==> config.mk <==
export PLATFORM = sky130hd
export DESIGN_NAME = nmea_sentence_framer
export DESIGN_NICKNAME = d
export VERILOG_FILES = /design/src/rtl/nsf_pkg.sv /design/src/rtl/nmea_sentence_framer.sv
export SDC_FILE = /design/constraint.sdc
export NUM_CORES = 1
export LEC_CHECK = 0
export ABC_AREA = 1
export BUFFER_PORTS_ARGS = -buffer_cell sky130_fd_sc_hd__buf_2
export CAP_MARGIN = 5
export CORE_MARGIN = 2
export CORE_UTILIZATION = 37
export CTS_CLUSTER_SIZE = 30
export DETAILED_ROUTE_END_ITERATION = 12
export SLEW_MARGIN = 20
export SYNTH_ARGS = -nofsm -noshare
export SYNTH_HDL_FRONTEND = slang
export SYNTH_SLANG_ARGS = --single-unit
==> constraint.sdc <==
create_clock -name clk -period 4 [get_ports clk]
set_clock_uncertainty 0.2 [all_clocks]
set_input_delay 1 -clock clk [delete_from_list [all_inputs] [get_ports clk]]
set_output_delay 1 -clock clk [all_outputs]
set_load 0.05 [all_outputs]
==> src/rtl/nsf_pkg.sv <==
// ----------------------------------------------------------------------------
// NMEA sentence framer package
// Character codes, status codes, register indexes and checksum digit helpers.
// ----------------------------------------------------------------------------
`timescale 1ns / 1ps
`default_nettype none

package nsf_pkg;

  localparam logic [7:0] CHAR_NUL    = 8'h00;
  localparam logic [7:0] CHAR_DOLLAR = 8'h24;
  localparam logic [7:0] CHAR_STAR   = 8'h2A;
  localparam logic [7:0] CHAR_COMMA  = 8'h2C;
  localparam logic [7:0] CHAR_ZERO   = 8'h30;
  localparam logic [7:0] CHAR_NINE   = 8'h39;
  localparam logic [7:0] CHAR_UPPER_A = 8'h41;
  localparam logic [7:0] CHAR_UPPER_F = 8'h46;

  localparam logic [7:0] POS_NONE  = 8'hFF;
  localparam logic [7:0] POS_MAX   = 8'hFF;
  localparam logic [5:0] COUNT_MAX = 6'h3F;
  localparam logic [7:0] LEN_CHECKSUM_MIN = 8'd4;

  localparam logic [1:0] REG_MIN_LENGTH = 2'd0;
  localparam logic [1:0] REG_MAX_LENGTH = 2'd1;
  localparam logic [1:0] REG_MAX_FIELDS = 2'd2;

  localparam logic [7:0] RESET_MIN_LENGTH = 8'd6;
  localparam logic [7:0] RESET_MAX_LENGTH = 8'd82;
  localparam logic [5:0] RESET_MAX_FIELDS = 6'd24;

  typedef enum logic [2:0] {
    ST_OK         = 3'd0,
    ST_BAD_LENGTH = 3'd1,
    ST_BAD_START  = 3'd2,
    ST_BAD_DIGIT  = 3'd3,
    ST_MISMATCH   = 3'd4,
    ST_TOO_MANY   = 3'd5
  } status_t;

  function automatic logic hex_ok(input logic [7:0] c);
    return c inside {[CHAR_ZERO:CHAR_NINE], [CHAR_UPPER_A:CHAR_UPPER_F]};
  endfunction

  function automatic logic [3:0] hex_val(input logic [7:0] c);
    logic [3:0] v;
    v = (c <= CHAR_NINE) ? c[3:0] : 4'(c[3:0] + 4'd9);
    return v;
  endfunction

endpackage

`default_nettype wire

==> src/rtl/nmea_sentence_framer.sv <==
// The result word of an accepted input word is registered and shows in the cycle after it.
// Throughput: one word per cycle; the single result register is the only stage,
// and a new word is taken whenever that register is empty or being drained.
// Reset (rst_n low, synchronous) empties the result register, clears the
// sentence state and restores the register defaults 6, 82 and 24.
// ----------------------------------------------------------------------------
// NMEA sentence framer
// Checks an NMEA 0183 sentence one byte per word, reports field boundaries
// and, on the last byte, the length, start, checksum and field count status.
// ----------------------------------------------------------------------------
`timescale 1ns / 1ps
`default_nettype none

module nmea_sentence_framer (
  input  wire logic       clk,
  input  wire logic       rst_n,
  input  wire logic       cfg_we,
  input  wire logic [1:0] cfg_index,
  input  wire logic [7:0] cfg_wdata,
  input  wire logic       in_valid,
  output logic            in_ready,
  input  wire logic [7:0] in_char_in,
  input  wire logic       in_last_byte,
  output logic            out_valid,
  input  wire logic       out_ready,
  output logic [5:0]      out_field_number,
  output logic            out_field_begins,
  output logic            out_is_comma,
  output logic            out_sentence_done,
  output logic [2:0]      out_status,
  output logic [5:0]      out_field_total,
  output logic            out_checksum_present,
  output logic [7:0]      out_computed_sum
);

  logic [7:0] min_length_r, max_length_r;
  logic [5:0] max_fields_r;

  logic [7:0] pos_r, pos_nxt;
  logic [7:0] xor_r, xor_nxt;
  logic [7:0] prev0_r, prev0_nxt, prev1_r, prev1_nxt;
  logic [5:0] cc_r, cc_nxt;
  logic       inside_r, inside_nxt;
  logic       start_ok_r, start_ok_nxt;
  logic       nul_r, nul_nxt;
  logic [7:0] ovf_r, ovf_nxt;

  logic             valid_r;
  logic [5:0]       fnum_r, fnum_nxt;
  logic             begins_r, begins_nxt;
  logic             comma_r, comma_nxt;
  logic             done_r;
  nsf_pkg::status_t status_r, status_nxt;
  logic [5:0]       total_r, total_nxt;
  logic             present_r, present_nxt;
  logic [7:0]       sum_r, sum_nxt;

  logic       accept;
  logic       scan;
  logic [7:0] xor_upd, ovf_upd, len, sum_full;
  logic [5:0] cc_upd;
  logic       inside_upd, start_upd, nul_upd, present, over;

  assign in_ready = !valid_r || out_ready;
  assign accept   = in_valid && in_ready;

  always_comb begin
    xor_upd    = (pos_r == 8'd0) ? xor_r : (xor_r ^ in_char_in);
    start_upd  = (pos_r == 8'd0) ? (in_char_in == nsf_pkg::CHAR_DOLLAR) : start_ok_r;
    scan       = (pos_r != 8'd0) && !nul_r && (ovf_r == nsf_pkg::POS_NONE);
    begins_nxt = scan && !inside_r;
    comma_nxt  = 1'b0;
    inside_upd = inside_r;
    ovf_upd    = ovf_r;
    nul_upd    = nul_r;
    cc_upd     = cc_r;
    if (scan) begin
      inside_upd = 1'b1;
      if (cc_r >= max_fields_r) begin
        ovf_upd = pos_r;
      end else if (in_char_in == nsf_pkg::CHAR_NUL) begin
        nul_upd = 1'b1;
      end else if (in_char_in == nsf_pkg::CHAR_COMMA) begin
        comma_nxt  = 1'b1;
        inside_upd = 1'b0;
        if (cc_r != nsf_pkg::COUNT_MAX) begin
          cc_upd = cc_r + 6'd1;
        end
      end
    end

    len      = (pos_r == nsf_pkg::POS_MAX) ? nsf_pkg::POS_MAX : pos_r + 8'd1;
    present  = (len >= nsf_pkg::LEN_CHECKSUM_MIN) && (prev1_r == nsf_pkg::CHAR_STAR);
    sum_full = present ? (xor_upd ^ prev1_r ^ prev0_r ^ in_char_in) : xor_upd;
    over     = (ovf_upd != nsf_pkg::POS_NONE) &&
               (!present || ({1'b0, ovf_upd} + 9'd2 < {1'b0, pos_r}));

    if (len < min_length_r || len > max_length_r) begin
      status_nxt = nsf_pkg::ST_BAD_LENGTH;
    end else if (!start_upd) begin
      status_nxt = nsf_pkg::ST_BAD_START;
    end else if (present && (!nsf_pkg::hex_ok(prev0_r) || !nsf_pkg::hex_ok(in_char_in))) begin
      status_nxt = nsf_pkg::ST_BAD_DIGIT;
    end else if (present &&
                 ({nsf_pkg::hex_val(prev0_r), nsf_pkg::hex_val(in_char_in)} != sum_full)) begin
      status_nxt = nsf_pkg::ST_MISMATCH;
    end else if (over) begin
      status_nxt = nsf_pkg::ST_TOO_MANY;
    end else begin
      status_nxt = nsf_pkg::ST_OK;
    end

    fnum_nxt    = cc_r;
    total_nxt   = cc_upd;
    present_nxt = present;
    sum_nxt     = sum_full;
    if (!in_last_byte) begin
      status_nxt  = nsf_pkg::ST_OK;
      total_nxt   = 6'd0;
      present_nxt = 1'b0;
      sum_nxt     = 8'd0;
    end

    if (in_last_byte) begin
      pos_nxt      = 8'd0;
      xor_nxt      = 8'd0;
      prev0_nxt    = 8'd0;
      prev1_nxt    = 8'd0;
      cc_nxt       = 6'd0;
      inside_nxt   = 1'b0;
      start_ok_nxt = 1'b0;
      nul_nxt      = 1'b0;
      ovf_nxt      = nsf_pkg::POS_NONE;
    end else begin
      pos_nxt      = (pos_r == nsf_pkg::POS_MAX) ? pos_r : pos_r + 8'd1;
      xor_nxt      = xor_upd;
      prev0_nxt    = in_char_in;
      prev1_nxt    = prev0_r;
      cc_nxt       = cc_upd;
      inside_nxt   = inside_upd;
      start_ok_nxt = start_upd;
      nul_nxt      = nul_upd;
      ovf_nxt      = ovf_upd;
    end
  end

  always_ff @(posedge clk) begin
    if (!rst_n) begin
      min_length_r <= nsf_pkg::RESET_MIN_LENGTH;
      max_length_r <= nsf_pkg::RESET_MAX_LENGTH;
      max_fields_r <= nsf_pkg::RESET_MAX_FIELDS;
    end else if (cfg_we) begin
      case (cfg_index)
        nsf_pkg::REG_MIN_LENGTH: min_length_r <= cfg_wdata;
        nsf_pkg::REG_MAX_LENGTH: max_length_r <= cfg_wdata;
        nsf_pkg::REG_MAX_FIELDS: max_fields_r <= cfg_wdata[5:0];
        default: ;
      endcase
    end
  end

  always_ff @(posedge clk) begin
    if (!rst_n) begin
      pos_r      <= 8'd0;
      xor_r      <= 8'd0;
      prev0_r    <= 8'd0;
      prev1_r    <= 8'd0;
      cc_r       <= 6'd0;
      inside_r   <= 1'b0;
      start_ok_r <= 1'b0;
      nul_r      <= 1'b0;
      ovf_r      <= nsf_pkg::POS_NONE;
      valid_r    <= 1'b0;
    end else begin
      if (accept) begin
        pos_r      <= pos_nxt;
        xor_r      <= xor_nxt;
        prev0_r    <= prev0_nxt;
        prev1_r    <= prev1_nxt;
        cc_r       <= cc_nxt;
        inside_r   <= inside_nxt;
        start_ok_r <= start_ok_nxt;
        nul_r      <= nul_nxt;
        ovf_r      <= ovf_nxt;
      end
      if (in_ready) begin
        valid_r <= in_valid;
      end
    end
  end

  always_ff @(posedge clk) begin
    if (accept) begin
      fnum_r    <= fnum_nxt;
      begins_r  <= begins_nxt;
      comma_r   <= comma_nxt;
      done_r    <= in_last_byte;
      status_r  <= status_nxt;
      total_r   <= total_nxt;
      present_r <= present_nxt;
      sum_r     <= sum_nxt;
    end
  end

  assign out_valid            = valid_r;
  assign out_field_number     = fnum_r;
  assign out_field_begins     = begins_r;
  assign out_is_comma         = comma_r;
  assign out_sentence_done    = done_r;
  assign out_status           = status_r;
  assign out_field_total      = total_r;
  assign out_checksum_present = present_r;
  assign out_computed_sum     = sum_r;

endmodule

`default_nettype wire

Yosys cells after proc, flatten, opt, wreduce, memory -nomap -nowiden
Cells that the tools add are included.
- bits in latches: 0
- input bits: 24
- register bits: 99
- output and inout bits: 29
- memory bits (read-only): 0
- bits in writable memories: 0
- memories kept: 0
- bitwise operators: 7
- order comparisons: 13
- shift-type cells: 0
- reductions and logical operators: 39
- multiplexer cells: 36
- equality and inequality tests: 12
- div/mod/pow operators: 0
- $mul: 0
- add/sub/neg operators: 5
- operator list (cell ; count):
    2-to-1 mux 8 bit ; 11
    2-to-1 mux 6 bit ; 6
    XOR 8 bit ; 4
    equality test 8 x 6 -> 1 bit (second input constant) ; 3
    equality test 8 bit (second input constant) ; 2
    >= comparator 8 x 6 -> 1 bit (second input constant) ; 2
    >= comparator 8 x 7 -> 1 bit (second input constant) ; 2
    less-or-equal comparator 8 x 6 -> 1 bit (second input constant) ; 2
    less-or-equal comparator 8 x 7 -> 1 bit (second input constant) ; 2
    logical NOT 8 bit ; 2
    2-to-1 mux 1 bit ; 13
    logical AND 1 bit ; 12
    AND reduction 2 bit ; 5
    adder 8 x 2 -> 9 bit (second input constant) ; 1
    < comparator 9 x 8 -> 1 bit ; 1
    adder 4 bit (second input constant) ; 2
    adder 8 x 1 -> 8 bit (second input constant) ; 1
    >= comparator 8 x 3 -> 1 bit (second input constant) ; 1
    greater-than comparator 8 bit ; 1
    < comparator 8 bit ; 1
    2-to-1 mux 4 bit ; 2
    inequality test 8 bit ; 1
    inequality test 8 bit (second input constant) ; 1
    nonzero test 2 bit ; 4
    other kinds (17) ; 30

Longest topological paths before layout
Gate-level depths: netlist of the first run.
- word-level depth: 13
- depth in mapped cells: 27
- gate-level depth less buffers: 27

Worst setup path after synthesis of the first run
No wires, ideal clock.
- path type: register -> register
- from: register cc_r[0]
- to: register status_r[0], in the netlist out_status[0] (data pin)
- cell stages (with the launch flop): 25
- buffers on the path: 0
- path slack: 360 ps
- library setup time: 263 ps
- arrival: 3178 ps
- required time: 3537 ps
- period minus slack after synthesis: 3640 ps
- cell sequence: dfxtp_1 inv_1 ha_1 o21ai_0 a21oi_1 nor2_1 nor2_4 a21oi_1 nand2_1 nor2_1 xor2_1 inv_1 ha_1 inv_1 nor3_1 o21ai_0 a21oi_1 o21a_1 o21ai_0 nand2_1 inv_1 nand2_1 nand2_1 nand2_1 a21oi_2
- word-level cells in the longest chain between the ends: 12
- RTL lines (item ; line ; source):
    start, declared ; nmea_sentence_framer.sv:42 ; logic [5:0] cc_r, cc_nxt;
    start signal, assigned ; nmea_sentence_framer.sv:180 ; cc_r <= cc_nxt;
    >= comparator 6 bit (*) ; nmea_sentence_framer.sv:79 ; if (cc_r >= max_fields_r) begin
    2-to-1 mux 8 bit (*) ; nmea_sentence_framer.sv:79 ;
    2-to-1 mux 8 bit (*) ; nmea_sentence_framer.sv:77 ; if (scan) begin
    adder 8 x 2 -> 9 bit ; nmea_sentence_framer.sv:96 ; (!present || ({1'b0, ovf_upd} + 9'd2 < {1'b0, pos_r}));
    < comparator 9 x 8 -> 1 bit ; nmea_sentence_framer.sv:96 ;
    logical OR 1 bit ; nmea_sentence_framer.sv:96 ;
    logical AND 1 bit (*) ; nmea_sentence_framer.sv:95 ; over = (ovf_upd != nsf_pkg::POS_NONE) &&
    2-to-1 mux 3 bit (*) ; nmea_sentence_framer.sv:107 ; end else if (over) begin
    2-to-1 mux 3 bit (*) ; nmea_sentence_framer.sv:104 ; end else if (present &&
    2-to-1 mux 2 bit (*) ; nmea_sentence_framer.sv:102 ; end else if (present && (!nsf_pkg::hex_ok(prev0_r) || !nsf_pkg::hex_ok(in_char_in))) begin
    2-to-1 mux 2 bit (*) ; nmea_sentence_framer.sv:100 ; end else if (!start_upd) begin
    2-to-1 mux 1 bit (*) ; nmea_sentence_framer.sv:98 ; if (len < min_length_r || len > max_length_r) begin
    end signal, assigned ; nmea_sentence_framer.sv:198 ; status_r <= status_nxt;
    end, declared ; nmea_sentence_framer.sv:53 ; nsf_pkg::status_t status_r, status_nxt;
Every way passes the cells marked *; elsewhere a longest branch is shown, timed or not.
A chain may end at the register's enable or synchronous reset.

Final worst setup path of the first run
- from: register max_fields_r[3]
- to: register status_r[0], in the netlist out_status[0] (data pin)
- word-level cells in the longest chain between the ends: 12
- RTL lines (item ; line ; source):
    start, declared ; nmea_sentence_framer.sv:37 ; logic [5:0] max_fields_r;
    start signal, assigned ; nmea_sentence_framer.sv:151 ; max_fields_r <= nsf_pkg::RESET_MAX_FIELDS;
    start signal, assigned ; nmea_sentence_framer.sv:156 ; nsf_pkg::REG_MAX_FIELDS: max_fields_r <= cfg_wdata[5:0];
    >= comparator 6 bit (*) ; nmea_sentence_framer.sv:79 ;
    2-to-1 mux 8 bit (*) ; nmea_sentence_framer.sv:79 ;
    2-to-1 mux 8 bit (*) ; nmea_sentence_framer.sv:77 ;
    adder 8 x 2 -> 9 bit ; nmea_sentence_framer.sv:96 ;
    < comparator 9 x 8 -> 1 bit ; nmea_sentence_framer.sv:96 ;
    logical OR 1 bit ; nmea_sentence_framer.sv:96 ;
    logical AND 1 bit (*) ; nmea_sentence_framer.sv:95 ;
    2-to-1 mux 3 bit (*) ; nmea_sentence_framer.sv:107 ;
    2-to-1 mux 3 bit (*) ; nmea_sentence_framer.sv:104 ;
    2-to-1 mux 2 bit (*) ; nmea_sentence_framer.sv:102 ;
    2-to-1 mux 2 bit (*) ; nmea_sentence_framer.sv:100 ;
    2-to-1 mux 1 bit (*) ; nmea_sentence_framer.sv:98 ;
Marks and branches as above.

==> results of run 1 <==
-- layout by cell type, fill, tap and decap left out, drive strengths merged, types with 2 or more instances in the layout --
| cell type | count |
|---|---|
| o21ai | 45 |
| o21a | 4 |
| o211ai | 12 |
| inv | 111 |
| edfxtp | 27 |
| buf | 70 |
| xnor2 | 13 |
| nand3 | 42 |
| nand2 | 207 |
| ha | 38 |
| xor2 | 20 |
| a2bb2oi | 2 |
| or2 | 2 |
| nor2 | 63 |
| a211oi | 2 |
| nand4 | 18 |
| clkinv | 2 |
| nor3 | 16 |
| a21oi | 81 |
| clkbuf | 12 |
| nand3b | 5 |
| dfxtp | 72 |
-- what timing repair did --
| item | 4_1_cts | 5_1_grt |
|---|---|---|
| buffers inserted | 0 | 5 |
| resized for setup | 0 | 25 |
| hold endpoints to repair | 0 | 0 |
| setup endpoints to repair | 0 | 2 |
-- path summary, 6_finish.rpt --
| check | start | end | slack (ns) | cells past startpoint |
|---|---|---|---|---|
| worst max-delay path | max_fields_r[3] | out_status[0] | 0.30 | 25 |
| worst max register to register | max_fields_r[3] | out_status[0] | 0.30 | 25 |
| worst min register to register | min_length_r[4] | min_length_r[4] | 0.26 | 2 |
| worst min-delay path | min_length_r[4] | min_length_r[4] | 0.26 | 2 |
-- flip-flops by register name, summed over array words and instances (netlist names), 3 cells and up --
signal and cells:
prev0_r 8, prev1_r 8, xor_r 8, out_field_number 6, out_status 3, pos_r 8, ovf_r 8, out_computed_sum 8
max_fields_r 6, out_field_total 6, max_length_r 8, min_length_r 8, cc_r 6
-- worst min-delay path: stages (launching register included) --
cell and delay [ns]:
dfxtp_1 0.30, inv_1 0.06, a21oi_1 0.06
-- where the power goes --
part	switching, mW	leakage, nW	total (mW)	internal (mW)
clock	0.404	0.145	0.886	0.481
sequential	0.0216	0.863	1.09	1.07
combinational	0.296	2.10	0.437	0.140
total	0.722	3.11	2.41	1.69
-- area by class of cell --
class                   count  area, µm²
clock buffers              12      267.8
clock inverters             4      31.28
fillers                  1668       8919
inverters                 110      412.9
multi-input cells         579       3321
flip-flops and latches     99       2268
well taps                 216      270.3
repair buffers             70      395.4
-- cells by family (layout without fill, tap and decap cells) --
kind of cell	Yosys count	count (layout)	share of synthesized area [%]
XOR/XNOR	33	33	4.805
adder cells (fa/ha/maj)	38	38	7.904
AO/OA/AOI/OAI	154	154	14.35
AND/OR/NAND/NOR	354	354	26.98
flip-flops	99	99	37.44
buffers and inverters	133	196	8.527
-- metrics by stage --
| step | total power, mW | TNS (ns) | hold WS [ns] | area, µm² |
|---|---|---|---|---|
| after floorplan | 1.423 | 0 | 0.2342 | 6016 |
| after global placement | 1.535 | 0 | 0.2497 | 6546 |
| after detailed placement | 1.538 | 0 | 0.2568 | 6546 |
| after CTS | 2.424 | 0 | 0.2667 | 6845 |
| after global routing | 2.533 | -0.01279 | 0.2859 | 6967 |
| final | 2.412 | 0 | 0.2595 | 6967 |
-- metal layers --
layer,up-vias,wire length (µm),share of wire [%],track usage (%)
li1,2784,-,-,-
met4,0,320,2.1,7.548
met2,98,6849,46,27.95
met1,2454,7253,48,23.91
met5,-,0,0,0
met3,21,572,3.8,3.086
==> impl_metrics.ini, run 1 <==
[critical_path]
critPathTopFamily = compound AO/OA/AOI/OAI gates
cp-end-kind = flop
critPathMostFrequentCell = nand2_1
slowest_delay_ns = 0.32
worst_setup_path_start_kind = flop
crit_path_max_fanout = 5
crit_type = reg -> reg
crit_buf_inv = 6
slowest_stage = ha_1
critPathArrivalTime_ns = 3.71
cp.required_ns = 4.01

[logic_synthesis]
ys_seq_elements = 99
synth_cell_types = 45
syn_area_um2 = 6016
synth_top_cell_by_area = dfxtp_1
async_flop_share_pct = 0
ys.flop_type = dfxtp_1
yosysTopAreaCellShare_pct = 23.96
synth.area.top_cells = dfxtp_1 (24%), edfxtp_1 (13%), nand2_1 (12%)
ys_warn_count = 0
ys_seq_area_share_pct = 37.44
synthCells = 811
synth_edf_count = 27
synth_common_cells = nand2_1 (194), inv_1 (104), a21oi_1 (79)
syn_nets = 873
synth_most_common_cell = nand2_1
synth_area_per_cell_um2 = 7.418

[layout]
finish.utilization_pct = 43.86
synthToLayoutAreaGrowth_pct = 15.81
num_antenna_cells = 0
instances_no_fill = 1090
drive_above_1_share_pct = 16.70
final_nets = 931

[timing]
worst_slack_ns = 0.2955
period_needed_ns = 3.704
drv_slew = 0
fin_crit_sh_pct = 92.61
clock.fmax_mhz = 269.9
setup_violations = 0
worst_pin_slew_ns = 0.8116
slew_headroom_pct = 45.72
final-hold-violation-count = 0

[routing]
drt_pass1_iterations = 5
wl_mm = 15.00
ant_nets = 0
wl_per_cell_um = 13.76
vias_per_cell = 4.915
num_vias = 5357
initialDrtViolationCount = 314
drc = 0

[floorplan]
start_util_pct = 37.87
rows = 46
die_area_um2 = 17290
die_height_um = 131.5
die_x_um = 131.5
io_pins = 53
core_um2 = 15890

[clock_tree]
htree_levels = 3
clock_path_buffers = 2
cts_buffers = 9
path_clk_slew_ns = 0.07
clockRootBuffer = clkbuf_16
hold_buffers = 0
insertion_delay_ns = 0.36
clkSinkCount = 99
cts_tree = yes

[placed_design]
place_inst = 1069
port_buffers = 52
dp_hpwl_mm = 10.88
gp_congestion = 0.8823
place_ws_ns = 0.1539

[power_and_ir_drop]
power.density_nw_per_um2 = 346.3
ir_worst_vdd_mv = 0.2225
leakage_nw = 3.109

[global_route]
grt_pass1_vias = 4904
grt_overflow_total = 0
antenna_found_initial = 0
track_usage_pct = 17.73
grt_first_pass_wirelength_mm = 24.72
grt_max_degree = 42

[outcome]
outcome = completed

[flow_run]
drv_cap = 0

[hold_path]
worstHoldPathType = reg -> reg
(Power assumes the default switching activity.)
==> run 2, diff against run 1 <==
- CORE_UTILIZATION: 37 -> 60
- PLACE_DENSITY: not set -> 0.8
==> impl_metrics.ini, run 2 (same netlist as run 1, synthesis figures left out) <==
[critical_path]
r2r_cells = 25
slowest_delay_ns = 0.34
cp-end-kind = flop
critPathMostFrequentCell = inv_1
worst_setup_path_start_kind = flop
crit_type = reg -> reg
slowest_stage = ha_1
cp.depth = 25
critPathArrivalTime_ns = 3.93
crit_path_max_fanout = 4
cp.required_ns = 4.05
timing.rr.start = max_fields_r[5]
critPathTopFamily = compound AO/OA/AOI/OAI gates
reg2reg_slack_ns = 0.11
crit_buf_inv = 6
r2r_end = out_status[0]

[layout]
num_antenna_cells = 0
ff_latch_area_um2 = 2265
fillers = 799
mostFrequentLayoutCells = nand2_1 (194), inv_1 (103), a21oi_1 (75), dfxtp_1 (66)
drive_above_1_share_pct = 16.48
synthToLayoutAreaGrowth_pct = 12.54
multi_input_area_um2 = 3314
final_common_cell = nand2_1
final_nets = 931

[routing]
wl_mm = 15.15
wl_per_cell_um = 15.04
vias_per_cell = 5.674
drt_pass1_iterations = 6
initialDrtViolationCount = 518
ant_nets = 0
drc = 0
num_vias = 5714

[timing]
setup_violations = 0
fin_crit_sh_pct = 97.16
drv_slew = 0
final-hold-violation-count = 0
slew_headroom_pct = 44.31
period_needed_ns = 3.887
worst_slack_ns = 0.1135
worst_pin_slew_ns = 0.8326
clock.fmax_mhz = 257.3
worst_hold_slack_ns = 0.2727

[floorplan]
io_pins = 53
die_area_um2 = 10840
core_um2 = 9774
rows = 36
die_height_um = 104.1
die_x_um = 104.1
start_util_pct = 61.55

[clock_tree]
path_clk_slew_ns = 0.10
clock_path_buffers = 2
clkSinkCount = 99
htree_levels = 3
clockRootBuffer = clkbuf_8
hold_buffers = 0
cts_tree = yes
insertion_delay_ns = 0.39
cts_buffers = 9

[power_and_ir_drop]
leakage_nw = 3.075
ir_worst_vdd_mv = 0.1583
power.density_nw_per_um2 = 331.2

[global_route]
grt_first_pass_wirelength_mm = 24.61
grt_pass1_vias = 5351
busiest_layer = met2
antenna_found_initial = 0
met2_usage_pct = 44.88
use_met1_pct = 36.44
grt_overflow_total = 0
track_usage_pct = 27.75
grt_max_degree = 42
grtUsageMet3_pct = 5.326

[hold_path]
hold_path_depth = 2
worstHoldPathType = reg -> reg
min_from = max_fields_r[5]
hold_end = max_fields_r[5]

[placed_design]
dp_hpwl_mm = 10.71
port_buffers = 52
gp_congestion = 0.9836
place_ws_ns = 0.1417

[outcome]
outcome = completed

[flow_run]
drv_cap = 0
[run 2: changes by cell type in the layout (fill, tap and decap cells not counted), sizes merged]
| cell | before | now |
|---|---|---|
| bufinv | 0 | 1 |
| clkbuf | 12 | 10 |
| clkinv | 2 | 3 |
[run 2: per-stage QoR]
| stage | TNS (ns) | instance area (µm²) | instances | total power, mW | util [%] |
|---|---|---|---|---|---|
| after CTS | 0 | 6659 | 1002 | 2.221 | 68.13 |
| after detailed placement | 0 | 6442 | 986 | 1.533 | 65.91 |
| after floorplan | 0 | 6016 | 811 | 1.423 | - |
| final | 0 | 6770 | 1007 | 2.243 | 69.27 |
| after global routing | -0.09706 | 6770 | 1007 | 2.335 | 69.27 |
| after global placement | 0 | 6442 | 986 | 1.520 | 65.91 |
[run 2: per-layer routing]
metal	routed length [µm]	part of all wire (%)
met1	6436	42
met2	7063	47
met3	1260	8.3
met4	387	2.6
met5	0	0
[run 2: worst min-delay path: cells and delay by family (launching register included)]
family | cells | cell delay, ns
AO/OA/AOI/OAI | 1 | 0.06
buffers and inverters | 1 | 0.07
flip-flops | 1 | 0.31
[run 2: power breakdown]
part | leakage, nW | switching (mW) | internal [mW] | total (mW)
clock | 0.106 | 0.380 | 0.331 | 0.711
sequential | 0.862 | 0.0218 | 1.07 | 1.09
combinational | 2.11 | 0.302 | 0.140 | 0.442
[run 2: final cells by class]
class | instances | area share (%)
inverter | 110 | 6.099
clock inverter | 6 | 0.9980
clock buffer | 10 | 2.199
timing repair buffer | 70 | 5.840
tap | 133 | 2.458
multi-input combinational | 579 | 48.96
sequential | 99 | 33.45
[run 2: worst max-delay path by stage]
stage                         start            end
CTS                         cc_r[0]  out_status[0]
global placement            cc_r[0]  out_status[0]
floorplan                   cc_r[0]  out_status[0]
detailed placement  max_fields_r[5]  out_status[0]
finish              max_fields_r[5]  out_status[0]
global route        max_fields_r[5]  out_status[0]
[run 2: what timing repair did]
item                       CTS  global route
resized for setup            0            22
setup endpoints to repair    0             2
buffers inserted             0             5
==> run 3, diff against run 2 <==
- GPL_TIMING_DRIVEN: not set -> 0
- clock period: 4 -> 3.9 ns (I/O delays scaled with it)
==> impl_metrics.ini, run 3 (same netlist as run 1, synthesis figures left out) <==
[outcome]
outcome = finished, violations left
violations = negative setup slack

[floorplan]
core_um2 = 9774
start_util_pct = 61.55
die_x_um = 104.1
io_pins = 53
die_height_um = 104.1
rows = 36
die_area_um2 = 10840

[global_route]
track_usage_pct = 28.15
antenna_found_initial = 0
grt_max_degree = 29
grt_pass1_vias = 5226
grt_overflow_total = 0
grt_first_pass_wirelength_mm = 24.68

[layout]
final_nets = 948
num_antenna_cells = 0
mostFrequentLayoutCells = nand2_1 (191), inv_1 (96), a21oi_1 (75), dfxtp_1 (58), nor2_1 (53)
final_common_cell = nand2_1
finish.utilization_pct = 71.58
synthToLayoutAreaGrowth_pct = 16.31
drive_above_1_share_pct = 19.42
instances_no_fill = 1024

[routing]
ant_nets = 0
drt_pass1_iterations = 5
top_layer_used = met4
wl_met1_mm = 6.963
wl_per_cell_um = 15.34
wl_mm = 15.71
route.met2.wl_mm = 7.360
vias_per_cell = 5.665
num_vias = 5801
route.met3.wl_um = 922
initialDrtViolationCount = 464
drc = 0

[hold_path]
worstHoldPathType = reg -> reg
min_from = min_length_r[6]
hold_end = min_length_r[6]
hold_path_depth = 2

[placed_design]
port_buffers = 49
gp_congestion = 0.9393
place_inst = 994
dp_hpwl_mm = 11.47

[clock_tree]
insertion_delay_ns = 0.39
clock_path_buffers = 2
clockRootBuffer = clkbuf_8
htree_levels = 3
cts_buffers = 9
clkSinkCount = 99
path_clk_slew_ns = 0.10
cts_tree = yes

[power_and_ir_drop]
ir_worst_vdd_mv = 0.1499
leakage_nw = 3.100
power.density_nw_per_um2 = 320.4

[timing]
tns_ns = -0.01443
period_needed_ns = 3.914
drv_slew = 0
fin_crit_sh_pct = 100.4
rsz0062_at_grt = yes
worst_hold_slack_ns = 0.2712
clock.fmax_mhz = 255.5
slew_headroom_pct = 35.79
final-hold-violation-count = 0
setup_violations = 2
worst_slack_ns = -0.01390
worst_pin_slew_ns = 0.9558

[critical_path]
worst_setup_path_start_kind = flop
timing.rr.start = max_fields_r[4]
r2r_cells = 23
r2r_end = out_status[0]
cp-end-kind = flop
cp.required_ns = 3.95
crit_type = reg -> reg
critPathArrivalTime_ns = 3.96
reg2reg_slack_ns = -0.01
crit_path_max_fanout = 5

[flow_run]
drv_cap = 0
## run 3: layer usage
layer,up-vias,GRT usage (%)
met5,-,0
met4,0,11.87
met3,41,3.697
met2,234,46.05
met1,2711,37.59
li1,2815,-
## run 3: worst max path at each step
stage                               start       endpoint
after global placement            cc_r[4]  out_status[0]
after detailed placement          cc_r[0]  out_status[0]
after global routing      max_fields_r[2]  out_status[0]
final                     max_fields_r[4]  out_status[0]
after floorplan                   cc_r[0]  out_status[0]
after CTS                         cc_r[0]  out_status[0]
## run 3: layout make-up
class | count | area (µm²)
Clock buffer | 11 | 141.4
Tap cell | 133 | 166.4
Inverter | 110 | 419.2
Fill cell | 754 | 2778
Multi-Input combinational cell | 579 | 3460
Clock inverter | 5 | 35.03
Buffer | 23 | 101.3
Sequential cell | 99 | 2287
Timing Repair Buffer | 64 | 386.6
## run 3: metrics by stage
stage,power [mW],instance area (µm²),setup slack (ns)
5_1_grt,2.331,6997,-0.2135
2_1_floorplan,1.459,6016,0.2596
6_report,2.242,6997,-0.01390
4_1_cts,2.184,6669,0.002781
3_3_place_gp,1.562,6427,-0.2958
3_5_place_dp,1.578,6449,-0.3321
## run 3: what timing repair did
item | CTS | global route
hold buffers | 0 | 0
resized for setup | 13 | 56
buffers inserted | 1 | 13
pin swaps | 3 | 25
endpoints found under the setup margin | 2 | 2
## run 3: power by group
group / leakage, nW / internal, mW / switching (mW)
clock: 0.0901 / 0.252 / 0.377
sequential: 0.866 / 1.09 / 0.0225
combinational: 2.14 / 0.161 / 0.336
## run 3: worst max-delay path, stage by stage, from the launching register on
cell and delay (ns):
dfxtp_2 0.34, inv_2 0.05, ha_4 0.28, nand4_1 0.15, a21oi_2 0.20, nor2_4 0.10
nor2_4 0.18, inv_2 0.07, o21ai_4 0.21, inv_2 0.08, ha_4 0.21, ha_1 0.28
a21oi_1 0.23, nor3_4 0.05, a211oi_2 0.25, a21oi_1 0.13, o21a_1 0.20, o21ai_1 0.12
nand2_1 0.10, inv_1 0.06, nand2_1 0.05, nand2_1 0.05, nand2_1 0.06, a21oi_2 0.12
